<file path="config.mk">
export PLATFORM = sky130hd
export DESIGN_NAME = snw_ctrl
export DESIGN_NICKNAME = d
export VERILOG_FILES = /design/src/hdl/snw_pkg.sv /design/src/hdl/snw_ctrl.sv
export SDC_FILE = /design/constraint.sdc
export NUM_CORES = 1
export LEC_CHECK = 0
export BUFFER_PORTS_ARGS = -buffer_cell sky130_fd_sc_hd__buf_4
export CAP_MARGIN = 10
export CORE_AREA = 2 2 39 41
export DETAILED_ROUTE_END_ITERATION = 10
export DIE_AREA = 0 0 41 43
export MAX_ROUTING_LAYER = met4
export PLACE_DENSITY = 0.74
export SYNTH_ARGS = -nofsm -noshare
export SYNTH_HDL_FRONTEND = slang
export SYNTH_SLANG_ARGS = --single-unit
</file>
<file path="constraint.sdc">
create_clock -name i_clk -period 1.45 [get_ports i_clk]
set_input_delay 0.0725 -clock i_clk [delete_from_list [all_inputs] [get_ports i_clk]]
set_output_delay 0.0725 -clock i_clk [all_outputs]
set_load 0.01 [all_outputs]
</file>
<file path="src/hdl/snw_pkg.sv">
// shared types, constants and helpers of the scrolling note waterfall
`timescale 1ns / 1ps

package snw_pkg;

    // frame geometry and channel count
    localparam int FRAME_WIDTH  = 320;
    localparam int FRAME_HEIGHT = 240;
    localparam int NUM_CHANNELS = 8;

    // derived sizes
    localparam int STORE_SIZE  = FRAME_WIDTH * FRAME_HEIGHT;
    localparam int ADDR_W      = $clog2(STORE_SIZE);
    localparam int X_W         = $clog2(FRAME_WIDTH);
    localparam int Y_W         = (FRAME_HEIGHT > 2) ? $clog2(FRAME_HEIGHT) : 1;
    localparam int BOTTOM_BASE = (FRAME_HEIGHT - 1) * FRAME_WIDTH;

    // channel inputs are fixed at eight, only the first NUM_CHANNELS are painted
    localparam int CH_MAX = 8;
    localparam int CH_W   = 3;
    localparam int NOTE_W = 8;
    localparam int P_W    = 10;

    // pixel constants
    localparam logic [31:0] BG_RESET   = 32'hA000_0000;
    localparam logic [31:0] THIRD_MARK = 32'h2000_0000;

    localparam logic [31:0] PALETTE [CH_MAX] = '{
        32'hEFFF_0000, 32'hEF00_FF00, 32'hEF00_00FF, 32'hEFFF_FF00,
        32'hEFFF_00FF, 32'hEF00_FFFF, 32'hEFFF_FFFF, 32'hEFFF_FFFF
    };

    // configuration register indexes
    localparam logic [7:0] CFG_BACKGROUND = 8'd0;
    localparam logic [7:0] CFG_FADE_LIMIT = 8'd1;
    localparam logic [7:0] CFG_FADE_STEP  = 8'd2;
    localparam logic [7:0] CFG_NOTE_ALPHA = 8'd3;

    // configuration reset values
    localparam logic [31:0] RST_BACKGROUND = BG_RESET;
    localparam logic [7:0]  RST_FADE_LIMIT = 8'd60;
    localparam logic [7:0]  RST_FADE_STEP  = 8'd5;
    localparam logic [7:0]  RST_NOTE_ALPHA = 8'hCF;

    // item function codes
    localparam logic FUNC_UPDATE = 1'b0;
    localparam logic FUNC_READ   = 1'b1;

    typedef struct packed {
        logic [31:0] background;
        logic [7:0]  fade_limit;
        logic [7:0]  fade_step;
        logic [7:0]  note_alpha;
    } t_cfg;

    typedef logic [CH_MAX-1:0][NOTE_W-1:0] t_notes;

    typedef enum logic [3:0] {
        S_CLEAR,
        S_IDLE,
        S_SCROLL,
        S_DRAIN,
        S_FILL,
        S_PAINT_CHK,
        S_PAINT_RD,
        S_PAINT_W0,
        S_PAINT_W1,
        S_PAINT_W2,
        S_RD_ADDR,
        S_RD_ISSUE,
        S_RD_OUT
    } t_state;

    typedef enum logic [4:0] {
        OP_NONE,
        OP_CAPTURE,
        OP_CLR_STEP,
        OP_SCR_STEP,
        OP_FILL_START,
        OP_FILL_STEP,
        OP_PAINT_LOAD,
        OP_PAINT_SKIP,
        OP_PAINT_RD,
        OP_PAINT_W0,
        OP_PAINT_W1,
        OP_PAINT_W2,
        OP_RD_LOAD,
        OP_RD_ISSUE,
        OP_OUT_LOAD
    } t_op;

    typedef struct packed {
        t_op op;
    } t_cmd;

    typedef struct packed {
        logic clr_last;
        logic scr_last;
        logic fill_last;
        logic paint_ok;
        logic ch_last;
        logic out_free;
    } t_status;

    // bar start column: floor(note * 5 / 2)
    function automatic logic [P_W-1:0] note_pos(input logic [NOTE_W-1:0] note);
        logic [NOTE_W+2:0] times5;
        times5 = {1'b0, note, 2'b00} + {3'b000, note};
        return times5[NOTE_W+2:1];
    endfunction

endpackage

</file>
<file path="src/hdl/snw_ctrl.sv">
// sequencer for clear, scroll, row fill, note painting and pixel read
`timescale 1ns / 1ps

module snw_ctrl (
    input  logic             i_clk,
    input  logic             i_rst_n,
    input  logic             i_in_valid,
    input  logic             i_func,
    output logic             o_in_ready,
    input  snw_pkg::t_status i_status,
    output snw_pkg::t_cmd    o_cmd
);

    snw_pkg::t_state r_state;
    snw_pkg::t_state n_state;

    always_ff @(posedge i_clk) begin
        if (!i_rst_n) begin
            r_state <= snw_pkg::S_CLEAR;
        end else begin
            r_state <= n_state;
        end
    end

    always_comb begin
        n_state    = r_state;
        o_cmd.op   = snw_pkg::OP_NONE;
        o_in_ready = 1'b0;
        case (r_state)
            snw_pkg::S_CLEAR: begin
                o_cmd.op = snw_pkg::OP_CLR_STEP;
                if (i_status.clr_last) begin
                    n_state = snw_pkg::S_IDLE;
                end
            end
            snw_pkg::S_IDLE: begin
                o_in_ready = 1'b1;
                if (i_in_valid) begin
                    o_cmd.op = snw_pkg::OP_CAPTURE;
                    n_state  = (i_func == snw_pkg::FUNC_READ) ? snw_pkg::S_RD_ADDR
                                                              : snw_pkg::S_SCROLL;
                end
            end
            snw_pkg::S_SCROLL: begin
                o_cmd.op = snw_pkg::OP_SCR_STEP;
                if (i_status.scr_last) begin
                    n_state = snw_pkg::S_DRAIN;
                end
            end
            snw_pkg::S_DRAIN: begin
                o_cmd.op = snw_pkg::OP_FILL_START;
                n_state  = snw_pkg::S_FILL;
            end
            snw_pkg::S_FILL: begin
                o_cmd.op = snw_pkg::OP_FILL_STEP;
                if (i_status.fill_last) begin
                    n_state = snw_pkg::S_PAINT_CHK;
                end
            end
            snw_pkg::S_PAINT_CHK: begin
                if (i_status.paint_ok) begin
                    o_cmd.op = snw_pkg::OP_PAINT_LOAD;
                    n_state  = snw_pkg::S_PAINT_RD;
                end else begin
                    o_cmd.op = snw_pkg::OP_PAINT_SKIP;
                    if (i_status.ch_last) begin
                        n_state = snw_pkg::S_IDLE;
                    end
                end
            end
            snw_pkg::S_PAINT_RD: begin
                o_cmd.op = snw_pkg::OP_PAINT_RD;
                n_state  = snw_pkg::S_PAINT_W0;
            end
            snw_pkg::S_PAINT_W0: begin
                o_cmd.op = snw_pkg::OP_PAINT_W0;
                n_state  = snw_pkg::S_PAINT_W1;
            end
            snw_pkg::S_PAINT_W1: begin
                o_cmd.op = snw_pkg::OP_PAINT_W1;
                n_state  = snw_pkg::S_PAINT_W2;
            end
            snw_pkg::S_PAINT_W2: begin
                o_cmd.op = snw_pkg::OP_PAINT_W2;
                n_state  = i_status.ch_last ? snw_pkg::S_IDLE : snw_pkg::S_PAINT_CHK;
            end
            snw_pkg::S_RD_ADDR: begin
                o_cmd.op = snw_pkg::OP_RD_LOAD;
                n_state  = snw_pkg::S_RD_ISSUE;
            end
            snw_pkg::S_RD_ISSUE: begin
                o_cmd.op = snw_pkg::OP_RD_ISSUE;
                n_state  = snw_pkg::S_RD_OUT;
            end
            snw_pkg::S_RD_OUT: begin
                if (i_status.out_free) begin
                    o_cmd.op = snw_pkg::OP_OUT_LOAD;
                    n_state  = snw_pkg::S_IDLE;
                end
            end
            default: begin
                n_state = snw_pkg::S_IDLE;
            end
        endcase
    end

    // an accepted item always takes the sequencer out of idle
    a_accept_leaves_idle: assert property (@(posedge i_clk) disable iff (!i_rst_n)
        (i_in_valid && o_in_ready) |=> !o_in_ready)
        else $error("sequencer stayed ready after taking an item");

    // the clearing pass after reset runs to its end before any item is taken
    a_clear_before_items: assert property (@(posedge i_clk) disable iff (!i_rst_n)
        (r_state == snw_pkg::S_CLEAR && !i_status.clr_last) |=> !o_in_ready)
        else $error("item port opened during the clearing pass");

endmodule

</file>
# ---- After elaboration in Yosys (flattened, before gate mapping)
# Cells that the tools add are included.
# W data, S select, Z words.
dict set report totals {
  output_inout_bits 6
  n_memories 0
  latchBits 0
  ram_bits 0
  regBits 4
  inputBits 10
  elab_cells 36
  romBits 0
}
dict set report classes {
  n_bitwise 0
  n_mul 0
  n_addsub 0
  n_eq_ne 18
  n_div 0
  reduce_logical 2
  n_mux 15
  magnitude_cmp 0
  n_shift 0
}
# operator count
set op_table {}
lappend op_table {{$pmux W4 S13} 2}
lappend op_table {{$mux W4} 9}
lappend op_table {{$eq A4 B4 Y1 const B} 5}
lappend op_table {{$eq A4 B3 Y1 const B} 4}
lappend op_table {{$ne A2 B2 Y1 const B} 5}
lappend op_table {{$eq A4 B2 Y1 const B} 2}
lappend op_table {{$reduce_and A6 Y1} 1}
lappend op_table {{$eq A4 B1 Y1 const B} 1}
lappend op_table {{$logic_not A4 Y1} 1}
lappend op_table {{$mux W1} 3}
lappend op_table {{$mux W3} 1}
lappend op_table {{$ne A3 B3 Y1 const B} 1}

# ---- Logic depth before layout (Yosys ltp)
dict set report logic_depth {
  depth_word 3
  ltp_mapped 6
  mapped_depth_nobuf 5
}

# ---- Least setup slack after synthesis
# No wires, ideal clock.
dict set report synth_timing {
  kind {reg-to-reg}
  startpoint {register r_state[3]}
  endpoint {register r_state[1]}
  stages_incl_launch_ff 7
  required_time_ns 1.335
  setup_ns 0.115
  synth_period_minus_slack_ns 1.300
  t_arrival_ns 1.185
  path_buffers 1
  setup_slack_ns 0.150
  cell_sequence {dfxtp_1 -> buf_6 -> inv_1 -> nand2_1 -> o311ai_2 -> a211oi_2 -> a31o_1}
}
dict set report synth_between {
  elab_chain_cells 3
  elab_cells_between_ends 21
  cone_classes {eq/ne: 18; mux: 1; reduce/logical: 2}
}
# element line_no
set synth_rtl {}
lappend synth_rtl {{from (decl)} snw_ctrl.sv:14} ;# snw_pkg::t_state r_state;
lappend synth_rtl {{from (signal assigned)} snw_ctrl.sv:19} ;# r_state <= snw_pkg::S_CLEAR;
lappend synth_rtl {{from (signal assigned)} snw_ctrl.sv:21} ;# r_state <= n_state;
lappend synth_rtl {{$eq A4 B3 Y1 (tied with other cells)} snw_ctrl.sv:29} ;# case (r_state)
lappend synth_rtl {{$ne A3 B3 Y1 (no source line) / $ne A2 B2 Y1 (equally long branches)} -}
lappend synth_rtl {{$reduce_and A6 Y1 (no source line)} -}
# Several ways; a longest one is shown, not always the timed one.
# A chain may end at the register's enable or synchronous reset.

==> reports/qor.log <==
[cells_and_area] Layout Nets 110
[floorplanning] height of the die 43 µm
[global_routing] pin count of the biggest net entering global routing 13
[yosys] post-synthesis area per instance 7.090 µm²
[detailed_routing] Vias per Instance 5.491
[power] highest ir drop seen on vdd 0.5589 mV
[sta] Final setup violation count 0
[outcome] run status finished, final reports clean
[cells_and_area] Cell Count, Final, Fillers Out 114
[yosys] summed instance area of the synthesized netlist 531.8 µm²
[cells_and_area] Storage cell area 87.58 µm²
[floorplanning] count of boundary I/O pins 16
[run] total of max-cap violations 0
[detailed_routing] Detailed Route WL 1630 µm
[global_routing] GR Layer Usage met1 22.29%
[critical_path] library cell contributing the largest single delay on the critical path sky130_fd_sc_hd__dfxtp_2
[sta] highest achievable clock rate 694.0 MHz
[place] placed insts 108
[clock_network] number of levels the H-tree was split into 1
[power] Static Leak 0.3547 nW
[cells_and_area] Area Growth Syn to Fin 55.06%
[sta] Hold Fails Final Rpt 0
[yosys] Yosys warnings 0
[floorplanning] Site Rows 14
[sta] largest clock skew in the final design 0.001692 ns
[hold_path] worst min path class input port to register
[detailed_routing] number of vias in the routed layout 626
[cells_and_area] largest registers r_state: 4 flops
[clock_network] Hold-fix buffers, CTS 0
[global_routing] Tot GR Track Use 18.15%
[cells_and_area] antenna cells 0
[floorplanning] full die area 1763 µm²
[power] power density over the cells 739.6 nW/µm²
[place] global placer's final weighted congestion 0.8260
[critical_path] list of cells traversed by the critical path nor2_1 > buf_4 > nor2_1 > a21o_1 > buf_4
[critical_path] Worst Setup Start Kind register
[critical_path] Critical Path AT 1.37 ns
[critical_path] CP max stage delay 0.36 ns
[cells_and_area] register name with the most flops r_state
[sta] number of max-slew violations in the final report 0
[place] number of buffer cells added on primary ports 14
[clock_network] clock transition time at the flip-flop clock pins of the worst setup and hold paths 0.04 ns
[cells_and_area] fraction of layout cells with a size suffix above 1 52.04%
[power] Power, Total 0.0006099 W
[sta] post-route fraction of the period consumed by the critical path 99.38%
[critical_path] kind of end point of the critical path primary output
[yosys] cells after synthesis 75
[cells_and_area] multi-input logic area 447.9 µm²
[detailed_routing] total DRC errors in the routed layout 0
[global_routing] grt total ovfl 0
[sta] time the final worst path needs with I/O delays and setup 1.441 ns
[critical_path] required time at the worst-slack endpoint 1.38 ns
[detailed_routing] average routed wire per standard cell 14.30 µm
[clock_network] buffer type at the clock tree root sky130_fd_sc_hd__clkbuf_4
[floorplanning] Die X-Extent 41 µm
[clock_network] Sink Count 4
[global_routing] met3 routing resource usage after global routing 4.712%
[critical_path] startpoint-to-endpoint class of the critical path register to primary output
[clock_network] clock latency at the later pin of the worst-skew pair 0.24 ns
[global_routing] initial antenna violation count 0
[yosys] Synth Register Bits 4
[floorplanning] Initial Utilization 38.43%
[clock_network] TritonCTS Buffers 3
[clock_network] clock tree from TritonCTS done
[global_routing] met2 global-route usage 29.69%
[detailed_routing] Iteration-0 DRC Markers 15
[cells_and_area] Layout fillers 119
[floorplanning] core area 1384 µm²
[critical_path] maximum net fanout on the critical path 6
[global_routing] GR peak layer met2
[global_routing] vias in the first global route 556
[clock_network] maximum clock insertion buffer count 2
[detailed_routing] remaining antenna violation count after routing 0
[cells_and_area] Largest register FFs 4
[yosys] nets in the synthesized netlist 85
[detailed_routing] 1st-pass router iterations 4
[global_routing] first-pass GRT wire length 2235 µm
[yosys] sequential cell area fraction in the yosys report 15.06%
[place] total half-perimeter wirelength after legalization and detailed placement 1059 µm
[yosys] number of distinct library cell variants in the gate-level netlist after synthesis 33
[power breakdown]
group	leakage, nW	internal [W]	switching, W	total [W]
Clock	0.0138	0.0000926	0.0000466	0.000139
Combinational	0.306	0.000173	0.000162	0.000336
Sequential	0.0346	0.000120	0.0000152	0.000135
Total	0.355	0.000386	0.000224	0.000610
[per-stage QoR]
| stage | hold slack, ns | TNS, ns | util, % | setup slack [ns] | cell area, µm² |
|---|---|---|---|---|---|
| after floorplan | 0.2008 | 0 | - | 0.1498 | 531.8 |
| after global placement | 0.3437 | 0 | 49.19 | 0.05879 | 680.7 |
| after detailed placement | 0.3494 | 0 | 49.19 | 0.002344 | 680.7 |
| after CTS | 0.09927 | 0 | 51.36 | 0.01359 | 710.7 |
| after global routing | 0.1292 | -0.07492 | 59.58 | -0.03370 | 824.5 |
| final | 0.1129 | 0 | 59.58 | 0.009041 | 824.5 |
[worst paths after layout]
kind	slack [ns]	to	startpoint	cells past startpoint
worst max-delay path	0.009	o_cmd[2]	r_state[3]	5
worst min-delay path	0.11	r_state[2]	i_rst_n	3
worst max register to register	0.06	r_state[1]	r_state[2]	6
worst min register to register	0.67	r_state[2]	r_state[2]	3
[cells in the final DEF (no fill, tap or decap), types with 3 or more instances in the layout]
cell type	synthesis	final
sky130_fd_sc_hd__a21oi_1	9	7
sky130_fd_sc_hd__buf_4	1	24
sky130_fd_sc_hd__buf_6	3	3
sky130_fd_sc_hd__clkbuf_4	0	3
sky130_fd_sc_hd__dfxtp_2	0	3
sky130_fd_sc_hd__inv_1	4	3
sky130_fd_sc_hd__nand2_1	6	6
sky130_fd_sc_hd__nor2_1	6	5
sky130_fd_sc_hd__o21ai_0	3	3
sky130_fd_sc_hd__o22ai_1	3	3
[cell type report]
cell class	instances	share of cell area (%)
multi-input cells	59	54.32
repair buffers	28	27.77
clock buffers	3	2.731
well taps	16	2.428
flip-flops and latches	4	10.62
inverters	4	2.124
[kinds of logic (layout without fill, tap and decap cells)]
logic type | Yosys count | count (layout) | synth area share (%)
flip-flops | 4 | 4 | 15.06
AO/OA/AOI/OAI | 28 | 28 | 38.59
other | 1 | 1 | 0.7052
multiplexers | 1 | 1 | 1.882
AND/OR/NAND/NOR | 29 | 29 | 29.88
buffers and inverters | 12 | 35 | 13.88
[critical path: cells and delay by family (launching register included)]
family / cells / cell delay, ns
AO/OA/AOI/OAI: 1 / 0.17
buffers and inverters: 2 / 0.31
flip-flops: 1 / 0.36
AND/OR/NAND/NOR: 2 / 0.29
[synthesized netlist by cell type (all sizes together)]
master,count,share of area (%)
nand2b,3,3.5
nor4,1,1.2
a31o,2,3.3
clkbuf,2,1.4
nor3b,2,3.8
conb,1,0.71
o2bb2ai,1,1.6
nor3,3,2.8
o21ai,5,7.5
buf,6,9.6
dfxtp,4,15
nor2b,3,3.5
nor2,6,4.2
o311ai,1,3.1
nand3,2,1.9
o22ai,3,3.5
a221o,1,1.9
and3,2,2.4
a211oi,1,2.4
inv,4,2.8
a21oi,9,8.5
mux2i,1,1.9
a21o,1,1.4
and3b,1,2.4
nand2,6,4.2
o31ai,1,1.4
a31oi,2,2.4
a22o,1,1.6
[what timing repair did]
action                                  in CTS  in global routing
pin swaps                                    0                  7
buffers inserted                             0                  3
gates cloned                                 0                  0
resized for setup                            5                 20
endpoints found under the setup margin       6                  8
[routing by layer]
metal	wire [µm]	part of all wire, %
met1	709	43
met2	860	53
met3	59	3.6
met4	0	0
met5	0	0
No activity file was read; power rests on OpenSTA's default activity.
